$ cat src/sv/ngs_pkg.sv
// Types, codes and fixed-point helpers for the gravity step block.
// No dependencies.
`default_nettype none
package ngs_pkg;

  localparam logic [1:0] FUNC_LOAD = 2'd0;
  localparam logic [1:0] FUNC_STEP = 2'd1;
  localparam logic [1:0] FUNC_READ = 2'd2;
  localparam logic [1:0] FUNC_NOP  = 2'd3;

  localparam int IN_TDATA_W  = 160;
  localparam int OUT_TDATA_W = 176;
  localparam int RED_LSB     = 154;
  localparam int BLUE_LSB    = 162;

  localparam logic [10:0] ACTIVE_RESET = 11'd1024;
  localparam logic [47:0] G_CAP = 48'hFFFF_FFFF_FFFF;
  localparam logic [31:0] SAT_MAX = 32'h7FFF_FFFF;
  localparam logic [31:0] SAT_MIN = 32'h8000_0000;
  localparam logic [7:0]  LEVEL_MAX = 8'd255;
  localparam logic [3:0]  COLOUR_GAIN = 4'd10;

  typedef enum logic [4:0] {
    ST_IDLE, ST_RDI, ST_LDI, ST_RDJ, ST_LDJ, ST_RDR, ST_LDR,
    ST_SQX, ST_SQY, ST_CHK, ST_SQRT, ST_DIVS, ST_DIVW,
    ST_MUL, ST_ACC, ST_WRJ, ST_WRI, ST_OUT
  } ngs_state_t;

  typedef struct packed {
    logic busy;
    logic done;
  } ngs_unit_stat_t;

  function automatic logic [31:0] sat34(input logic [33:0] s);
    logic [31:0] r;
    if (s[33:31] == 3'b000 || s[33:31] == 3'b111) r = s[31:0];
    else if (s[33]) r = SAT_MIN;
    else r = SAT_MAX;
    return r;
  endfunction

  function automatic logic [31:0] sat_add(input logic [31:0] a, input logic [31:0] b);
    logic [33:0] s;
    s = {{2{a[31]}}, a} + {{2{b[31]}}, b};
    return sat34(s);
  endfunction

  function automatic logic [31:0] sat_sub(input logic [31:0] a, input logic [31:0] b);
    logic [33:0] s;
    s = {{2{a[31]}}, a} - {{2{b[31]}}, b};
    return sat34(s);
  endfunction

  function automatic logic [31:0] mag32(input logic [31:0] v);
    logic [31:0] r;
    r = v[31] ? (~v + 32'd1) : v;
    return r;
  endfunction

endpackage
`default_nettype wire

$ cat src/sv/ngs_isqrt.sv
// Iterative 64-bit integer square root, two radicand bits per cycle.
// Depends on ngs_pkg.
`default_nettype none
module ngs_isqrt
  import ngs_pkg::*;
(
  input  wire logic        clk,
  input  wire logic        rst_n,
  input  wire logic        start,
  input  wire logic [63:0] val,
  output logic      [31:0] res,
  output ngs_unit_stat_t   stat
);

  logic [63:0] v_r, r_r, bit_r;
  logic [4:0]  cnt_r;
  logic        busy_r, done_r;
  logic [63:0] t;

  assign t = r_r + bit_r;

  always_ff @(posedge clk) begin
    if (!rst_n) begin
      busy_r <= 1'b0;
      done_r <= 1'b0;
    end else begin
      done_r <= 1'b0;
      if (start) begin
        busy_r <= 1'b1;
      end else if (busy_r && cnt_r == 5'd31) begin
        busy_r <= 1'b0;
        done_r <= 1'b1;
      end
    end
  end

  always_ff @(posedge clk) begin
    if (start) begin
      v_r   <= val;
      r_r   <= 64'd0;
      bit_r <= 64'd1 << 62;
      cnt_r <= 5'd0;
    end else if (busy_r) begin
      if (v_r >= t) begin
        v_r <= v_r - t;
        r_r <= (r_r >> 1) + bit_r;
      end else begin
        r_r <= r_r >> 1;
      end
      bit_r <= bit_r >> 2;
      cnt_r <= cnt_r + 5'd1;
    end
  end

  assign res  = r_r[31:0];
  assign stat = '{busy: busy_r, done: done_r};

endmodule
`default_nettype wire

$ cat config.mk
export PLATFORM = sky130hd
export DESIGN_NAME = ngs_isqrt
export DESIGN_NICKNAME = d
export VERILOG_FILES = /design/src/sv/ngs_pkg.sv /design/src/sv/ngs_isqrt.sv
export SDC_FILE = /design/constraint.sdc
export NUM_CORES = 1
export LEC_CHECK = 0
export BUFFER_PORTS_ARGS = -buffer_cell sky130_fd_sc_hd__buf_2
export CORE_AREA = 2 2 273 194
export CTS_CLUSTER_DIAMETER = 200
export DETAILED_ROUTE_END_ITERATION = 8
export DIE_AREA = 0 0 275 196
export GPL_TIMING_DRIVEN = 0
export SLEW_MARGIN = 10
export SYNTH_ARGS = -nofsm -noshare
export SYNTH_HDL_FRONTEND = slang
export SYNTH_SLANG_ARGS = --single-unit
$ cat constraint.sdc
create_clock -name clk -period 16.9 [get_ports clk]
set_input_delay 2.535 -clock clk [delete_from_list [all_inputs] [get_ports clk]]
set_output_delay 2.535 -clock clk [all_outputs]
set_load 0.03 [all_outputs]
* Yosys cells after proc, flatten, opt, wreduce, memory -nomap -nowiden *
Cells that the tools add are included.

operators by class
  equal/unequal tests = 1
  order comparisons = 1
  multiplexer cells = 7
  bitwise operators = 1
  reduce and logical (&&, ||, !) cells = 6
  $add $sub $neg = 4

operators with widths
  cell                                          count
  two-way mux 64 bit                            4
  adder 63 x 63 -> 64 bit                       1
  adder 64 x 63 -> 64 bit                       1
  >= comparator 64 bit                          1
  subtractor 64 bit                             1
  nonzero test 2 bit                            3
  adder 5 x 1 -> 5 bit (second input constant)  1
  equality test 5 bit (second input constant)   1
  two-way mux 1 bit                             3
  AND reduction 2 bit                           1
  OR reduction 2 bit                            1
  logical AND 1 bit                             1
  inverter 1 bit                                1

word-level totals
  input port bits = 67
  bits in registers = 167

* Logic depth before layout (Yosys ltp) *
Gate-level depths: netlist of run 1.

  depth after elaboration = 5
  gate-level depth with buffers = 27
  depth with buffers taken out = 23

* Worst setup path before layout of run 1 *
Ideal clock, no wire load.

  path kind = reg-to-reg
  start point = register r_r[0]
  end point = register v_r[0], enable pin
  arrival = 5867 ps
  period minus slack after synthesis = 6291 ps
  path buffers = 3
  setup slack = 10609 ps
  cell stages (with the launch flop) = 24
  data required time = 16476 ps
  cells stage by stage = dfxtp_1 -> ha_1 -> ha_1 -> a21o_1 -> a31o_2 -> a211oi_1 -> or3_4 -> a31oi_4 -> o31ai_2 -> o21bai_1 -> and2_1 -> o31ai_1 -> xor2_1 -> ha_1 -> clkdlybuf4s18_2 -> nand4_1 -> or3_1 -> a21oi_1 -> a41o_1 -> o31ai_2 -> buf_4 -> buf_4 -> or2_1 -> nand2_1

on the way
  longest elaborated chain between the ends = 4

ends and longest elaborated chain
  element                               RTL line         source
  start, declared                       ngs_isqrt.sv:15  logic [63:0] v_r, r_r, bit_r;
  start signal, assigned                ngs_isqrt.sv:46  r_r <= (r_r >> 1) + bit_r;
  start signal, assigned                ngs_isqrt.sv:48  r_r <= r_r >> 1;
  adder 64 x 63 -> 64 bit               ngs_isqrt.sv:20  assign t = r_r + bit_r;
  >= comparator 64 bit                  ngs_isqrt.sv:44  if (v_r >= t) begin
  nonzero test 2 bit (no source line)   -
  AND reduction 2 bit (no source line)  -
  end signal, assigned                  ngs_isqrt.sv:39  v_r <= val;
  end signal, assigned                  ngs_isqrt.sv:45  v_r <= v_r - t;
  end, declared                         ngs_isqrt.sv:15

Every way passes these cells.
A chain may end at the register's enable or synchronous reset.

* Worst setup path in the final report of run 1 *
  start point = register r_r[2]
  end point = register v_r[36], enable pin

Same word-level chain as after synthesis.

==> results.tsv, run 1 <==
stage	metric	value	unit
sta	Max Slew Vio Count	0	
power	Net Switching	1420	µW
logic_synthesis	dominant synthesized flop cell	dfxtp_1	
sta	crit path time final	7.26	ns
logic_synthesis	Async SR Flop Fraction	0	%
logic_synthesis	post-synth top area share	13.5	%
placed_design	port bufs	100	
clocking	clock slew at reported path FFs	0.07	ns
critical_path	CP Max Fanout	35	
sta	final worst-path cycle share	42.9	%
global_routing	total grt overflow	0	
logic_synthesis	FF+latch count, synth	167	
critical_path	Crit Path Category	reg2reg	
detailed_routing	Vias	15333	
global_routing	gr usage total	20.0	%
min_path	Hold Path Class	reg2reg	
clocking	total CTS buffers	17	
logic_synthesis	total nets after synthesis	2135	
critical_path	Critical Path RT	17.04	ns
logic_synthesis	Netlist cell types	91	
floorplan	core box area	51500	µm²
critical_path	Startpoint Class	register	
placed_design	gp weighted congestion	0.962	
logic_synthesis	cell count after synthesis	1935	
logic_synthesis	Avg Cell Area, Syn	7.90	µm²
power	Comb pwr share	63.0	%
floorplan	die width	275	µm
sta	fmax	138	MHz
global_routing	vias in the first global route	14048	
clocking	CTS tree	done	
floorplan	die area	53900	µm²
clocking	Post-CTS Setup Bufs	0	
clocking	CTS H-tree depth	4	
power	part of the power in registers	22.4	%
placed_design	DP HPWL	42500	µm
power	Pint	1430	µW
logic_synthesis	sequential-to-total area share from yosys stat	26.1	%
power	Lkg Pwr	0.00684	µW
final_layout	Fillers	5456	
power	Final Power	2850	µW
clocking	worst-skew pair later-pin latency	0.46	ns
critical_path	data arrival time of the worst path	7.40	ns
power	clock power share	14.6	%
final_layout	nets	2255	
final_layout	area grow syn2layout	12.9	%
power	PwrDens	165	nW/µm²
power	maximum vdd drop	0.101	mV
logic_synthesis	dominant cell type by area after synthesis	dfxtp_1	
sta	actual slew at the worst max-slew pin	1.37	ns
clocking	CTS Hold Buffers Added	0	
logic_synthesis	Post-Synthesis Cell Area	15300	µm²
logic_synthesis	Synth Warn #	0	
sta	RSZ-0062 raised after global routing	false	
final_layout	layout cells sized above 1	11.6	%
sta	Hold Vio Cnt, Final	0	
critical_path	Crit. End Element	register	
global_routing	first-pass GRT wire length	83000	µm
clocking	post-CTS sizing	0	
logic_synthesis	Post-synth EDFFs	64	
final_layout	# diodes	0	
clocking	clk root buf	clkbuf_16	
final_layout	area of the multi-input gates	10400	µm²
detailed_routing	via/cell ratio	5.57	
status	status	finished, final reports clean	
detailed_routing	final wirelength	54600	µm
detailed_routing	Avg WL per Cell	19.8	µm
run	max-cap viol count	0	
clocking	CTS Sinks	167	
sta	Setup Total Neg Slack	0	ns
global_routing	pin count of the biggest net entering global routing	36	
floorplan	Die H	196	µm
floorplan	Initial Utilization	29.7	%
detailed_routing	TritonRoute pass-1 iters	5	
sta	Fin Clk Skew	0.0149	ns
detailed_routing	number of DRC markers in iteration 0	1657	
power	switch share	49.9	%
clocking	CTS Buffer Depth	2	
final_layout	register area	3980	µm²
detailed_routing	DRT antenna net count	0	
sta	final setup fails	0	
floorplan	Row Count	70	
floorplan	I/O Pins	101	
sta	relative slew slack	7.67	%
detailed_routing	detailed-route DRC error count	0	
global_routing	initial antenna violation count	0	
sta	worst hold margin	0.508	ns
logic_synthesis	ranking of synthesized cells by area	dfxtp_1, edfxtp_1, ha_1	
## final cells by class
class / instances / share of cell area [%]
tap: 684 / 4.96
inverter: 34 / 0.740
sequential: 167 / 23.1
timing repair buffer: 101 / 3.02
clock inverter: 11 / 0.703
buffer: 140 / 4.37
clock buffer: 21 / 2.67
multi-input combinational: 1594 / 60.5
## Yosys cell counts, types with 4 or more instances
cell type  number
a31oi_1        49
nor2b_1        23
a211oi_1       44
o311a_1         4
nand3_1        41
a221oi_1        4
a31o_2         13
nand2b_1       13
or3_1           9
nand4_1        41
o22ai_1         7
nor4_1         17
o21ai_1        15
a311oi_1        4
buf_1           6
clkbuf_1       71
and4_1          8
buf_2          12
inv_1          34
o31ai_2         5
a21o_1         56
nand2_1       238
a41oi_1         4
o21ai_0       146
a21oi_1       125
edfxtp_1       64
xor2_1         69
mux2i_1        46
nor3_1         37
nor2_1        189
or2_2           6
o21bai_1       24
buf_4          43
and3_1         14
and2_1         11
dfxtp_1       103
o21a_1         14
or4_1          15
ha_1          132
o211ai_1       20
o31ai_1        12
xnor2_1        77
## cells in the final DEF (no fill, tap or decap), types with 8 or more instances in the layout
master / instances
mux2i_1: 46
a31oi_1: 49
and4_1: 8
clkbuf_1: 73
o31ai_1: 12
ha_1: 132
a211oi_1: 44
o21a_1: 14
dfxtp_1: 103
xor2_1: 69
o21bai_1: 24
nor2b_1: 23
a31o_2: 13
and3_1: 14
or3_1: 9
o21ai_0: 146
o21ai_1: 15
inv_1: 34
clkbuf_16: 17
nor4_1: 17
or4_1: 15
nor3_1: 37
buf_4: 43
nand3_1: 41
nor2_1: 189
nand2b_1: 13
a21o_1: 56
nand4_1: 41
and2_1: 11
o211ai_1: 20
buf_2: 112
edfxtp_1: 64
a21oi_1: 125
nand2_1: 237
xnor2_1: 77
## flip-flops by register name, summed over array words and instances, names as in the netlist
name / cells
r_r: 64
cnt_r: 5
bit_r: 32
v_r: 64
busy_r: 1
done_r: 1
## routing by layer
layer | vias to the layer above | track usage [%] | wire [µm]
met5 | - | 0 | 0
met4 | 0 | 4.76 | 840
met3 | 54 | 4.00 | 4280
met2 | 582 | 26.9 | 21100
met1 | 7371 | 31.6 | 28300
li1 | 7326 | - | -
## stage by stage
stage          std cells  utilization, %  cell area [µm²]  worst slack (ns)
2_1_floorplan       1935               -            15300             10.61
3_3_place_gp        2719            32.3            16600              8.17
3_5_place_dp        2720            32.4            16700              9.80
4_1_cts             2752            33.5            17300              9.76
5_1_grt             2752            33.5            17300              9.30
6_report            2752            33.5            17300              9.64
## power by group through the flow
stage	sequential (µW)	combinational (µW)	clock (µW)
finish	637	1790	415
global route	647	1950	435
CTS	635	1740	419
detailed placement	640	1730	0
global placement	646	1710	0
floorplan	609	1270	0
## path summary, 6_finish.rpt
check | from | to | slack [ns] | depth (start not counted)
worst min register to register | cnt_r[4] | cnt_r[4] | 0.51 | 2
worst max-delay path | r_r[2] | v_r[36] | 9.64 | 19
worst min-delay path | cnt_r[4] | cnt_r[4] | 0.51 | 2
worst max register to register | r_r[2] | v_r[36] | 9.64 | 19
## cells by family (layout without fill, tap and decap cells)
kind of cell / count (synthesis) / in the layout / synth area share, %
adders and majority gates: 133 / 133 / 10.9
AOI/OAI and AO/OA: 592 / 592 / 25.2
buffers and inverters: 174 / 307 / 5.76
xor gates and xnor gates: 146 / 146 / 8.36
muxes: 49 / 49 / 3.26
and+or+nand+nor: 674 / 674 / 20.4
DFF: 167 / 167 / 26.1
## worst max-delay path, stage by stage, from the launching register on
cell and delay [ns]:
dfxtp_1 0.38, ha_1 0.36, a31oi_1 0.16, o21bai_1 0.35, a21oi_1 0.25, nor4_1 0.75
nor2_1 0.26, xor2_1 0.21, ha_1 0.38, nand2_1 0.27, nor4_1 0.74, nand4_1 0.34
a21o_1 0.27, a31oi_1 0.55, o31ai_2 0.17, buf_4 0.23, buf_4 0.21, or2_1 0.29
nand2_4 0.39, buf_12 0.28
(Power assumes the default switching activity.)
==> inputs of run 2 (changes only) <==
clock period = 6.9 ns   (was 16.9 ns; I/O delays follow)
==> results.tsv, run 2 (synthesized netlist as in run 1, its figures left out) <==
stage	metric	value	unit	change
final_layout	fin cells	2752		unchanged
power	Pint	3490	µW	+150%
critical_path	FF-to-FF End	v_r[36]		
sta	Max Slew Vio Count	0		unchanged
detailed_routing	number of DRC markers in iteration 0	1569		-5.3%
sta	Setup Total Neg Slack	0	ns	unchanged
global_routing	total grt overflow	0		unchanged
detailed_routing	Vias	15329		-0.026%
detailed_routing	via/cell ratio	5.57		about the same
final_layout	layout cells sized above 1	12.1	%	+0.48 points
power	maximum vdd drop	0.245	mV	+140%
floorplan	die area	53900	µm²	unchanged
final_layout	Finished Cell Area	17300	µm²	+0.51%
detailed_routing	met3 wire length	4410	µm	+3.1%
sta	final worst-path cycle share	96.2	%	+53 points
sta	fmax	151	MHz	+9.3%
detailed_routing	DRT antenna net count	0		unchanged
critical_path	Crit-path slowest cell	dfxtp_1		
clocking	CTS tree	done		
final_layout	nets	2255		unchanged
final_layout	biggest regs	r_r (64), v_r (64), bit_r (32)		
final_layout	commonest cells after routing, fill and taps aside	nand2_1, nor2_1, o21ai_0		
power	Net Switching	3480	µW	+150%
floorplan	die width	275	µm	unchanged
clocking	clk root buf	clkbuf_16		
placed_design	Post-Place Cells	2720		unchanged
detailed_routing	final wirelength	54600	µm	about the same
min_path	Hold Crit Depth	2		unchanged
critical_path	CP Max Fanout	35		unchanged
power	Comb pwr share	63.1	%	about the same
placed_design	port bufs	100		unchanged
placed_design	cell area after placement	16700	µm²	unchanged
detailed_routing	Avg WL per Cell	19.8	µm	about the same
critical_path	FF-to-FF Start	r_r[20]		
floorplan	core box area	51500	µm²	unchanged
placed_design	gp weighted congestion	0.962		unchanged
final_layout	most common cell after layout, fill and taps aside	nand2_1		
global_routing	initial antenna violation count	0		unchanged
sta	Fin Clk Skew	0.0148	ns	-0.0000512 ns
power	clock power share	14.6	%	about the same
global_routing	gr usage total	20.0	%	unchanged
power	Lkg Pwr	0.00685	µW	about the same
sta	final setup fails	0		unchanged
placed_design	DP HPWL	42500	µm	unchanged
critical_path	R2R Setup Slk	0.26	ns	-9.38 ns
detailed_routing	M1 WL	28000	µm	-1.1%
detailed_routing	routed wl met2	21300	µm	+0.69%
sta	RSZ-0062 raised after global routing	false		
clocking	CTS H-tree depth	4		unchanged
detailed_routing	TritonRoute pass-1 iters	5		unchanged
global_routing	vias in the first global route	14071		+0.16%
clocking	CTS Buffer Depth	2		unchanged
critical_path	Startpoint Class	register		
final_layout	area grow syn2layout	13.4	%	
critical_path	Crit Path Category	reg2reg		
clocking	total CTS buffers	17		unchanged
clocking	Post-CTS Setup Bufs	0		unchanged
critical_path	Crit. End Element	register		
clocking	clock slew at reported path FFs	0.08	ns	about the same
min_path	Hold Crit Start	cnt_r[4]		
min_path	Hold Path Class	reg2reg		
sta	actual slew at the worst max-slew pin	1.30	ns	-0.0681 ns
sta	crit path time final	6.64	ns	-0.618 ns
critical_path	slowest cell delay on critical path	0.55	ns	-0.20 ns
floorplan	Initial Utilization	29.7	%	unchanged
sta	final worst slack	0.260	ns	-9.38 ns
floorplan	Die H	196	µm	unchanged
power	PwrDens	402	nW/µm²	+140%
floorplan	I/O Pins	101		unchanged
final_layout	# diodes	0		unchanged
critical_path	Worst Reg2Reg Path Length in Cells	23		+4
clocking	CTS Sinks	167		unchanged
detailed_routing	detailed-route DRC error count	0		unchanged
run	max-cap viol count	0		unchanged
critical_path	Critical Path RT	7.03	ns	-10.01 ns
critical_path	critical-path cell list	ha_1 -> a31oi_2 -> nand3_1 -> a211oi_2 -> or3_4 -> a31oi_4 -> o31ai_4 -> o21bai_1 -> and2_1 -> o31ai_1 -> xor2_1 -> ha_1 -> clkdlybuf4s18_2 -> nand4_1 -> or3_1 -> a21oi_1 -> a41o_1 -> o31ai_2 -> buf_4 -> buf_4 -> or2_1 -> nand2_8 -> buf_12		
power	part of the power in registers	22.4	%	about the same
floorplan	Row Count	70		unchanged
global_routing	pin count of the biggest net entering global routing	36		unchanged
power	switch share	49.9	%	about the same
clocking	worst-skew pair later-pin latency	0.46	ns	about the same
status	status	finished, final reports clean		
clocking	CTS Hold Buffers Added	0		unchanged
sta	Hold Vio Cnt, Final	0		unchanged
placed_design	post-place setup slack	-0.197	ns	-10.00 ns
global_routing	first-pass GRT wire length	83100	µm	about the same
sta	relative slew slack	12.3	%	+4.6 points
critical_path	data arrival time of the worst path	6.77	ns	-0.63 ns
min_path	hold endpoint	cnt_r[4]		
detailed_routing	highest routed layer	met4		
[run 2: cell counts in the layout (fill, tap and decap cells not counted)]
Identical to the previous run, type by type.
[run 2: final cells by class]
type | instances | area [µm²]
inverters | 34 | 128
clock inverters | 11 | 121
fillers | 5450 | 34200
clock buffers | 21 | 460
well taps | 684 | 856
multi-input cells | 1594 | 10500
plain buffers | 140 | 753
repair buffers | 101 | 520
flip-flops and latches | 167 | 3980
[run 2: power groups by stage]
stage               Combinational [µW]  Clock, µW  Sequential, µW
floorplan                         3110          0            1490
global placement                  4180          0            1580
detailed placement                4240          0            1570
CTS                               4270       1030            1560
global route                      4780       1070            1590
finish                            4400       1020            1560
[run 2: routing by layer]
metal | vias to the layer above | global-route usage, %
met4 | 0 | 4.82
met3 | 54 | 4.00
li1 | 7339 | -
met5 | - | 0
met2 | 615 | 26.9
met1 | 7321 | 31.6
[run 2: per-stage QoR]
step                power, µW  hold slack (ns)  util (%)
floorplan                4600            0.467         -
global placement         5770            0.485      32.3
detailed placement       5810            0.499      32.4
CTS                      6850            0.515      33.5
global route             7440            0.562      33.7
finish                   6980            0.508      33.7
[run 2: worst max-delay path by stage]
stage,from,end,slack (ns),depth (start not counted)
after floorplan,r_r[0],v_r[0],0.61,23
after global placement,r_r[2],v_r[29],-1.83,24
after detailed placement,r_r[2],v_r[29],-0.20,25
after CTS,r_r[20],v_r[36],0.08,23
after global routing,r_r[20],v_r[35],0.02,23
final,r_r[20],v_r[36],0.26,23
[run 2: repair_timing]
action / CTS / global route
cloned: 0 / 0
setup endpoints to repair: 35 / 70
hold endpoints to repair: 0 / 0
pin swaps: 0 / 0
resized for setup: 3 / 14
[run 2: critical path: cells and delay by family, from the launching register on]
kind | cells | cell delay [ns]
compound gates | 9 | 2.09
xor+xnor | 1 | 0.13
fa+ha+maj | 2 | 0.64
buf+inv | 4 | 1.01
flops | 1 | 0.55
simple gates | 7 | 1.80
